**config.mk**
```make
export PLATFORM = sky130hd
export DESIGN_NAME = two_way_traffic_light_sequencer_unit
export DESIGN_NICKNAME = d
export VERILOG_FILES = /design/src/design/tlseq_pkg.sv /design/src/design/tlseq_cfg.sv /design/src/design/tlseq_core.sv /design/src/design/two_way_traffic_light_sequencer_unit.sv
export SDC_FILE = /design/constraint.sdc
export NUM_CORES = 1
export LEC_CHECK = 0
export BUFFER_PORTS_ARGS = -buffer_cell sky130_fd_sc_hd__buf_2
export CAP_MARGIN = 20
export CORE_MARGIN = 2
export CORE_UTILIZATION = 28
export CTS_CLUSTER_SIZE = 28
export DETAILED_ROUTE_END_ITERATION = 12
export REMOVE_ABC_BUFFERS = 1
export SLEW_MARGIN = 15
export SYNTH_ARGS = -nofsm -noshare
export SYNTH_HDL_FRONTEND = slang
export SYNTH_HIERARCHICAL = 1
export SYNTH_SLANG_ARGS = --single-unit
```
**constraint.sdc**
```tcl
create_clock -name clk -period 4.2 [get_ports clk]
set_clock_uncertainty 0.05 [all_clocks]
set_input_delay 1.26 -clock clk [delete_from_list [all_inputs] [get_ports clk]]
set_output_delay 1.26 -clock clk [all_outputs]
set_load 0.05 [all_outputs]
```
**src/design/tlseq_pkg.sv**
```systemverilog
// Shared types, constants and lamp helper for the traffic light sequencer.
package tlseq_pkg;

    // Register indexes on the configuration port
    localparam logic [1:0] REG_P0A = 2'd0;
    localparam logic [1:0] REG_P0B = 2'd1;
    localparam logic [1:0] REG_P1A = 2'd2;
    localparam logic [1:0] REG_P1B = 2'd3;

    // Reset values of the phase times (seconds)
    localparam logic [7:0] P0A_RESET = 8'd23;
    localparam logic [7:0] P0B_RESET = 8'd20;
    localparam logic [7:0] P1A_RESET = 8'd13;
    localparam logic [7:0] P1B_RESET = 8'd10;

    // Tick thresholds (50 ms ticks) and yellow tail length
    localparam logic [4:0] TICK_HALF = 5'd10;
    localparam logic [4:0] TICK_SEC  = 5'd20;
    localparam logic [7:0] TAIL_SECS = 8'd3;

    // Lamp masks, bit 0 is A red
    localparam logic [5:0] A_RED    = 6'b000001;
    localparam logic [5:0] A_YELLOW = 6'b000010;
    localparam logic [5:0] A_GREEN  = 6'b000100;
    localparam logic [5:0] B_RED    = 6'b001000;
    localparam logic [5:0] B_YELLOW = 6'b010000;
    localparam logic [5:0] B_GREEN  = 6'b100000;

    localparam int OUT_TDATA_W = 24;
    localparam int IN_TDATA_W  = 8;

    typedef struct packed {
        logic [7:0] p0a;
        logic [7:0] p0b;
        logic [7:0] p1a;
        logic [7:0] p1b;
    } cfg_t;

    typedef struct packed {
        logic       emergency_shown;
        logic [7:0] seconds_b;
        logic [7:0] seconds_a;
        logic [5:0] lamps;
    } res_t;

    // Yellow blink on the direction losing right of way
    function automatic logic [5:0] blink_lamps(
        input logic [5:0] lamps,
        input logic [7:0] cnt_a,
        input logic [7:0] cnt_b,
        input logic       dir,
        input logic       blink,
        input logic       lit
    );
        logic [5:0] l;
        l = lamps;
        if (cnt_b <= TAIL_SECS && !dir && blink)
        begin
            l = l & ~(A_GREEN | A_YELLOW);
            if (lit)
                l = l | A_YELLOW;
        end
        if (cnt_a <= TAIL_SECS && dir && blink)
        begin
            l = l & ~(B_GREEN | B_YELLOW);
            if (lit)
                l = l | B_YELLOW;
        end
        return l;
    endfunction

endpackage

```
**src/design/tlseq_cfg.sv**
```systemverilog
// Configuration register file holding the four phase times.
module tlseq_cfg (
    input  logic                clk,
    input  logic                rst_n,
    input  logic                we,
    input  logic [1:0]          index,
    input  logic [7:0]          data,
    output tlseq_pkg::cfg_t     cfg
);
    import tlseq_pkg::*;

    cfg_t cfg_reg;

    // Write decode
    always_ff @(posedge clk or negedge rst_n)
    begin
        if (!rst_n)
        begin
            cfg_reg.p0a <= P0A_RESET;
            cfg_reg.p0b <= P0B_RESET;
            cfg_reg.p1a <= P1A_RESET;
            cfg_reg.p1b <= P1B_RESET;
        end
        else if (we)
        begin
            case (index)
                REG_P0A: cfg_reg.p0a <= data;
                REG_P0B: cfg_reg.p0b <= data;
                REG_P1A: cfg_reg.p1a <= data;
                REG_P1B: cfg_reg.p1b <= data;
                default: ;
            endcase
        end
    end

    assign cfg = cfg_reg;

endmodule

```
**src/design/tlseq_core.sv**
```systemverilog
// Sequencer state and single-pass next-state logic for one tick.
module tlseq_core (
    input  logic                clk,
    input  logic                rst_n,
    input  logic                step,
    input  logic                emergency,
    input  tlseq_pkg::cfg_t     cfg,
    output tlseq_pkg::res_t     res
);
    import tlseq_pkg::*;

    logic [4:0] tick_reg, tick_next;
    logic [7:0] cnt_a_reg, cnt_a_next;
    logic [7:0] cnt_b_reg, cnt_b_next;
    logic       phase_reg, phase_next;
    logic       dir_reg, dir_next;
    logic       blink_reg, blink_next;
    logic       resume_reg, resume_next;
    logic       emerg_reg, emerg_next;
    logic [5:0] lamps_reg, lamps_next;

    logic [5:0] lamps_base;
    logic [4:0] tick_inc;
    logic [7:0] dec_a, dec_b, tail_a, tail_b;
    logic       tail_a_hit, tail_b_hit;

    // Next state for one tick
    always_comb
    begin
        tick_next   = tick_reg;
        cnt_a_next  = cnt_a_reg;
        cnt_b_next  = cnt_b_reg;
        phase_next  = phase_reg;
        dir_next    = dir_reg;
        blink_next  = blink_reg;
        resume_next = resume_reg;
        emerg_next  = emerg_reg;
        lamps_next  = lamps_reg;

        // release restores the phase-zero lamps and restarts the tick count
        lamps_base = resume_reg ? (A_GREEN | B_RED) : lamps_reg;
        tick_inc   = resume_reg ? 5'd0 : tick_reg + 5'd1;

        // second boundary: decrement, blink lit, yellow tail reload
        dec_a      = cnt_a_reg - 8'd1;
        dec_b      = cnt_b_reg - 8'd1;
        tail_a_hit = (dec_a == 8'd0) && (dec_b == TAIL_SECS);
        tail_a     = tail_a_hit ? TAIL_SECS : dec_a;
        tail_b_hit = (tail_a == TAIL_SECS) && (dec_b == 8'd0);
        tail_b     = tail_b_hit ? TAIL_SECS : dec_b;

        if (emergency)
        begin
            emerg_next  = 1'b1;
            phase_next  = 1'b0;
            lamps_next  = A_RED | B_RED;
            cnt_a_next  = cfg.p0a;
            cnt_b_next  = cfg.p0b;
            tick_next   = 5'd0;
            resume_next = 1'b1;
            blink_next  = 1'b0;
            dir_next    = 1'b0;
        end
        else
        begin
            emerg_next  = 1'b0;
            resume_next = 1'b0;
            lamps_next  = lamps_base;
            tick_next   = tick_inc;
            if (tick_inc == TICK_HALF)
            begin
                lamps_next = blink_lamps(lamps_base, cnt_a_reg, cnt_b_reg,
                                         dir_reg, blink_reg, 1'b0);
            end
            else if (tick_inc == TICK_SEC)
            begin
                tick_next  = 5'd0;
                lamps_next = blink_lamps(lamps_base, dec_a, dec_b,
                                         dir_reg, blink_reg, 1'b1);
                cnt_a_next = tail_a;
                cnt_b_next = tail_b;
                blink_next = blink_reg | tail_a_hit | tail_b_hit;
                // both expired: swap phase
                if (tail_a == 8'd0 && tail_b == 8'd0)
                begin
                    if (!phase_reg)
                    begin
                        lamps_next = A_RED | B_GREEN;
                        cnt_a_next = cfg.p1a;
                        cnt_b_next = cfg.p1b;
                    end
                    else
                    begin
                        lamps_next = A_GREEN | B_RED;
                        cnt_a_next = cfg.p0a;
                        cnt_b_next = cfg.p0b;
                    end
                    phase_next = !phase_reg;
                    dir_next   = !dir_reg;
                    blink_next = 1'b0;
                end
            end
        end
    end

    // State registers, updated once per tick request
    always_ff @(posedge clk or negedge rst_n)
    begin
        if (!rst_n)
        begin
            tick_reg   <= 5'd0;
            cnt_a_reg  <= P0A_RESET;
            cnt_b_reg  <= P0B_RESET;
            phase_reg  <= 1'b0;
            dir_reg    <= 1'b0;
            blink_reg  <= 1'b0;
            resume_reg <= 1'b0;
            emerg_reg  <= 1'b0;
            lamps_reg  <= A_GREEN | B_RED;
        end
        else if (step)
        begin
            tick_reg   <= tick_next;
            cnt_a_reg  <= cnt_a_next;
            cnt_b_reg  <= cnt_b_next;
            phase_reg  <= phase_next;
            dir_reg    <= dir_next;
            blink_reg  <= blink_next;
            resume_reg <= resume_next;
            emerg_reg  <= emerg_next;
            lamps_reg  <= lamps_next;
        end
    end

    // Result is the state as it stands after the tick
    assign res.lamps           = lamps_next;
    assign res.seconds_a       = cnt_a_next;
    assign res.seconds_b       = cnt_b_next;
    assign res.emergency_shown = emerg_next;

endmodule

```
**src/design/two_way_traffic_light_sequencer_unit.sv**
```systemverilog
// An accepted tick request passes through the input register and then the result register to the master side.
// Throughput: one tick per cycle while m_tready holds; input register -> tick logic -> result register.
// Backpressure: the input register stalls only while a result waits on m_tready.
// Reset (rst_n low, async): both channels empty, phase zero, lamps A green / B red,
// countdowns at 23 and 20, phase times back to 23, 20, 13, 10.
module two_way_traffic_light_sequencer_unit (
    input  logic        clk,
    input  logic        rst_n,
    // slave side
    input  logic        s_tvalid,
    output logic        s_tready,
    input  logic [tlseq_pkg::IN_TDATA_W-1:0]  s_tdata,   // [0] emergency, [7:1] zero
    // master side
    output logic        m_tvalid,
    input  logic        m_tready,
    // [0] lamp_a_red [1] lamp_a_yellow [2] lamp_a_green [3] lamp_b_red
    // [4] lamp_b_yellow [5] lamp_b_green [13:6] seconds_a [21:14] seconds_b
    // [22] emergency_shown [23] zero
    output logic [tlseq_pkg::OUT_TDATA_W-1:0] m_tdata,
    // configuration
    input  logic        cfg_we,
    input  logic [1:0]  cfg_index,
    input  logic [7:0]  cfg_data
);
    import tlseq_pkg::*;

    cfg_t cfg;
    res_t res;

    logic in_valid_reg;
    logic in_emerg_reg;
    logic out_valid_reg;
    res_t out_res_reg;
    logic advance;

    tlseq_cfg u_cfg (
        .clk   (clk),
        .rst_n (rst_n),
        .we    (cfg_we),
        .index (cfg_index),
        .data  (cfg_data),
        .cfg   (cfg)
    );

    tlseq_core u_core (
        .clk       (clk),
        .rst_n     (rst_n),
        .step      (advance),
        .emergency (in_emerg_reg),
        .cfg       (cfg),
        .res       (res)
    );

    // Move a request forward when the result register is free or draining
    assign advance  = in_valid_reg && (!out_valid_reg || m_tready);
    assign s_tready = !in_valid_reg || advance;

    // Input register
    always_ff @(posedge clk or negedge rst_n)
    begin
        if (!rst_n)
            in_valid_reg <= 1'b0;
        else if (s_tvalid && s_tready)
            in_valid_reg <= 1'b1;
        else if (advance)
            in_valid_reg <= 1'b0;
    end

    always_ff @(posedge clk)
    begin
        if (s_tvalid && s_tready)
            in_emerg_reg <= s_tdata[0];
    end

    // Result register
    always_ff @(posedge clk or negedge rst_n)
    begin
        if (!rst_n)
            out_valid_reg <= 1'b0;
        else if (advance)
            out_valid_reg <= 1'b1;
        else if (m_tready)
            out_valid_reg <= 1'b0;
    end

    always_ff @(posedge clk)
    begin
        if (advance)
            out_res_reg <= res;
    end

    assign m_tvalid = out_valid_reg;
    assign m_tdata  = {1'b0, out_res_reg};

endmodule

```
; ---- Word level (Yosys, flattened, before mapping)
; Cells that the tools add are included.
[word_totals]
elab_cells = 113
ff_bits = 89
[op_classes]
n_addsub = 3
n_bitwise = 2
muxes = 43
eq_ne = 8
magnitude_cmp = 4
n_reduce_logical = 34
[op_table]
columns = cell, n
row1 = $mux 8, 12
row2 = $mux 6, 8
row3 = $le 8x2->1 const B, 4
row4 = $logic_not 8->1, 4
row5 = $mux 5, 4
row6 = $mux 1, 17
row7 = $eq 8x2->1 const B, 2
row8 = $sub 8x1->8 const B, 2
row9 = $logic_and 1x1->1, 13
row10 = $reduce_and 2->1, 4
row11 = $reduce_bool 2->1, 4
row12 = $mux 3, 2
row13 = $add 5x1->5 const B, 1
row14 = $eq 5x4->1 const B, 1
row15 = $eq 5x5->1 const B, 1
row16 = $eq 2x2->1 const B, 2
row17 = $logic_not 1->1, 4
row18 = $reduce_and 4->1, 1
row19 = $reduce_and 3->1, 1
row20 = $eq 2x1->1 const B, 1
row21 = $logic_not 2->1, 1
row22 = $logic_or 1x1->1, 2
row23 = $ne 2x2->1 const B, 1
row24 = $or 1x1->1, 2

; ---- Logic depth before layout (Yosys ltp)
[depth]
depth_word = 13
depth_mapped = 12
mapped_depth_nobuf = 9

; ---- By module
; Netlist, hierarchy kept.
[modules_own_cells]
columns = mod, cells_per_inst, area_per_inst_um2, instances, seq_area_each_um2
row1 = tlseq_core, 322, 2675.1, 1, 785.8
row2 = tlseq_cfg, 68, 1226.2, 1, 814.5
row3 = two_way_traffic_light_sequencer_unit, 34, 835.8, 1, 770.7

; ---- Worst setup path after synthesis
; OpenSTA, ideal clock, no wires.
[synth_timing]
path_kind = input port to flip-flop
start = input m_tready
end = register u_core.cnt_a_reg[6]
setup_ns = 0.123
arrival_time_ns = 3.065
required_time_ns = 4.027
path_slack_ns = 0.962
cell_stages = 6
path_cell_list = nand2b_1 and2_1 clkinv_1 nor2_1 o2111ai_1 o221a_2
[synth_via]
elab_chain_len = 2
[synth_lines]
columns = item, line_no
row1 = from (decl), two_way_traffic_light_sequencer_unit.sv:15  ; input logic m_tready,
row2 = $logic_or 1x1->1, two_way_traffic_light_sequencer_unit.sv:55  ; assign advance = in_valid_reg && (!out_valid_reg || m_tready);
row3 = $logic_and 1x1->1, two_way_traffic_light_sequencer_unit.sv:55
row4 = net advance, two_way_traffic_light_sequencer_unit.sv:34  ; logic advance;
row5 = to (signal assigned), tlseq_core.sv:124  ; cnt_a_reg <= cnt_a_next;
row6 = to (decl), tlseq_core.sv:13  ; logic [7:0] cnt_a_reg, cnt_a_next;
; The timed path passes the listed nets, and every way through them passes these cells.
; A chain may end at the register's enable or synchronous reset.

==> results_dict.tcl <==
set metrics [dict create \
    fmax_mhz 297 \
    vias_per_cell 5.20 \
    slew-limit-headroom_pct 42.4 \
    htreeDepth 3 \
    met1_length_um 5370 \
    hpwl_um 8140 \
    die_height_um 134 \
    regArea_sq_mm 0.00237 \
    synth_async_sr_flop_share_pct 73.0 \
    holdPathEnd "u_cfg/cfg[21]$_DFFE_PN0P_" \
    holdCritStartpoint "u_cfg/cfg[21]$_DFFE_PN0P_" \
    tightest_slew_ns 0.864 \
    min_period_ns 3.37 \
    crit_arrival_ns 3.61 \
    initial_core_util_pct 28.6 \
    reg2reg_from "u_core/tick_reg[0]$_DFFE_PN0P_" \
    hold_depth 1 \
    cp-end-kind "flip-flop" \
    cp-start-kind "flip-flop" \
    largest_register_ffs 32 \
    synth-edff-count 24 \
    rsz0062_at_grt "no" \
    grt_pass1_vias 3622 \
    vias 3543 \
    yosysUniqueCellTypes 73 \
    fin_crit_sh_pct 80.3 \
    required_ns 4.44 \
    cts_tree "built" \
    reg2reg_slack_ns 0.83 \
    portBuffers 40 \
    p_leak_uw 0.00206 \
    netlist.area_leader.share_pct 24.3 \
    n_antenna_cell 0 \
    nets 486 \
    drv_slew 0 \
    yosys_warnings 6 \
    timing.rr.end "u_core/cnt_b_reg[4]$_DFFE_PN1P_" \
    wl_per_cell_um 17.1 \
    grt_pass1_wl_um 19500 \
    clkTransAtPathRegs_ns 0.07 \
    top_layer_used "met4" \
    row_count 47 \
    die-area_sq_mm 0.0180 \
    core_area_sq_mm 0.0166 \
    grt_overflow_total 0 \
    finalInstanceArea_sq_mm 0.00542 \
    cp_max_fo 17 \
    outcome "finished, final reports clean" \
    synth_area_sq_mm 0.00474 \
    tns_ns 0 \
    drtAntennaViolNets 0 \
    fillers 1695 \
    dr.pass1.iters 7 \
    yosysTopAreaCell "dfrtp_1" \
    setup_ws_ns 0.828 \
    ios 49 \
    ctsHoldBuffers 0 \
    maxCapViolations 0 \
    clockBufferDepth 2 \
    dpl_cell_area_sq_mm 0.00515 \
    cts_buffers 9 \
    wl_met3_um 572 \
    powerDensity_mw_per_mm2 488 \
    wl_um 11700 \
    synth-seq-cells 89 \
    gp_congestion 0.867 \
    clock_sinks 89 \
    clk_latency_ns 0.34 \
    met2_length_um 5500 \
    drtIter0Drc 365 \
    synth.area.top_cells "dfrtp_1, edfxtp_1, dfstp_2" \
    finalSetupViolCount 0 \
    grt_max_degree 47 \
    dpl_worst_slack_ns 0.887 \
    final_layout_size_suffix_gt1_share_pct 30.1 \
    crit_type "reg -> reg" \
    hold_path.class "reg -> reg" \
    synth-seq-area-share_pct 50.1 \
    syn-mean-instance-area_sq_um 11.2 \
    ctsResizeCount 0 \
    multi_input_area_sq_mm 0.00221 \
    postCtsSetupBuffers 0 \
    antenna_found_initial 0 \
    rr_worst_depth 7 \
    fin_util_pct 32.7 \
    drcViolationCount 0 \
    postSynthCellCount 424 \
    track_usage_pct 13.7 \
    area_growth_pct 14.5 \
    ir_worst_vdd_mv 0.228 \
    final_hold_viol_count 0 \
    die_w_um 134 \
    cts_root_buf "clkbuf_16" \
    ys.flop_type "dfrtp_1" \
]
cell type report:
cell class	count	area share, %
multi-input cells	299	40.7
well taps	220	5.07
clock inverters	6	0.738
clock buffers	10	4.22
inverters	10	0.692
repair buffers	48	4.84
flip-flops and latches	89	43.7
cells in the mapped netlist (5+ instances only):
cell type  count
a211oi_1       7
a21oi_1       11
a221o_1        5
a22o_1         6
a31oi_1        6
clkbuf_1      19
dfrtp_1       46
dfstp_2       19
edfxtp_1      24
ha_1           6
inv_1          9
mux2_2        37
mux2i_1        9
nand2_1       29
nand3_1        8
nor2_1        35
nor2b_1        6
nor3_1        10
nor4_1         9
o21ai_0        5
o21ai_1        8
o31ai_1        5
or3_1          5
xnor2_1       10
power by group:
part,switching [uW],internal (uW),total (uW)
logic,385,265,650
clock network,338,402,740
registers,179,1080,1260
total,903,1740,2650
metal layers:
layer  GRT usage [%]  vias up
li1                -     1670
met1            18.8     1739
met2            21.6      119
met3            2.46       15
met4            5.61        0
met5               0        -
through the flow:
stage | total power, uW | std cells | hold slack, ns
finish | 2650 | 682 | 0.461
global route | 2800 | 682 | 0.475
CTS | 2670 | 682 | 0.461
detailed placement | 1910 | 666 | 0.446
global placement | 1890 | 666 | 0.433
floorplan | 1710 | 398 | 0.417
critical path, cell delays in order, from the launching register on:
cell and delay, ns:
dfrtp_1 0.43, ha_1 0.25, xnor2_1 0.16, or4b_1 0.60, or3_1 0.68, o41ai_2 0.70
a221o_1 0.30, mux2_2 0.15
layout by cell type, fill, tap and decap left out, drive strengths merged, types with 5 or more instances in the layout:
cell / instances
nor2: 35
dfstp: 19
nor3: 11
clkbuf: 10
a31oi: 6
o31ai: 5
a22o: 6
mux2i: 9
ha: 6
nand3b: 6
nand2: 29
dfrtp: 46
nor4: 10
edfxtp: 24
mux2: 37
inv: 11
nand3: 9
o21ai: 13
a221o: 5
xnor2: 10
nor2b: 6
a21oi: 11
buf: 48
or3: 5
a211oi: 8
cell families (layout without fill, tap and decap cells):
logic type | after synthesis | in the layout | synth area share, %
AO/OA/AOI/OAI | 96 | 96 | 15.6
buffers and inverters | 36 | 74 | 3.35
adder cells (fa/ha/maj) | 6 | 6 | 1.58
XOR/XNOR | 14 | 14 | 2.59
multiplexers | 46 | 46 | 10.7
flip-flops | 89 | 89 | 50.1
other | 1 | 1 | 0.0792
AND/OR/NAND/NOR | 136 | 136 | 16.1
worst max-delay path by stage:
stage | from | endpoint | depth (start not counted)
2_1_floorplan | m_tready | u_core/cnt_a_reg[6]$_DFFE_PN0P_ | 6
3_5_place_dp | u_core/tick_reg[0]$_DFFE_PN0P_ | u_core/cnt_b_reg[6]$_DFFE_PN0P_ | 7
6_report | u_core/tick_reg[0]$_DFFE_PN0P_ | u_core/cnt_b_reg[4]$_DFFE_PN1P_ | 7
3_3_place_gp | u_core/tick_reg[0]$_DFFE_PN0P_ | u_core/cnt_b_reg[6]$_DFFE_PN0P_ | 7
5_1_grt | u_core/tick_reg[0]$_DFFE_PN0P_ | u_core/cnt_b_reg[4]$_DFFE_PN1P_ | 7
4_1_cts | u_core/tick_reg[0]$_DFFE_PN0P_ | u_core/cnt_b_reg[6]$_DFFE_PN0P_ | 7
No activity file was read; power rests on OpenSTA's default activity.
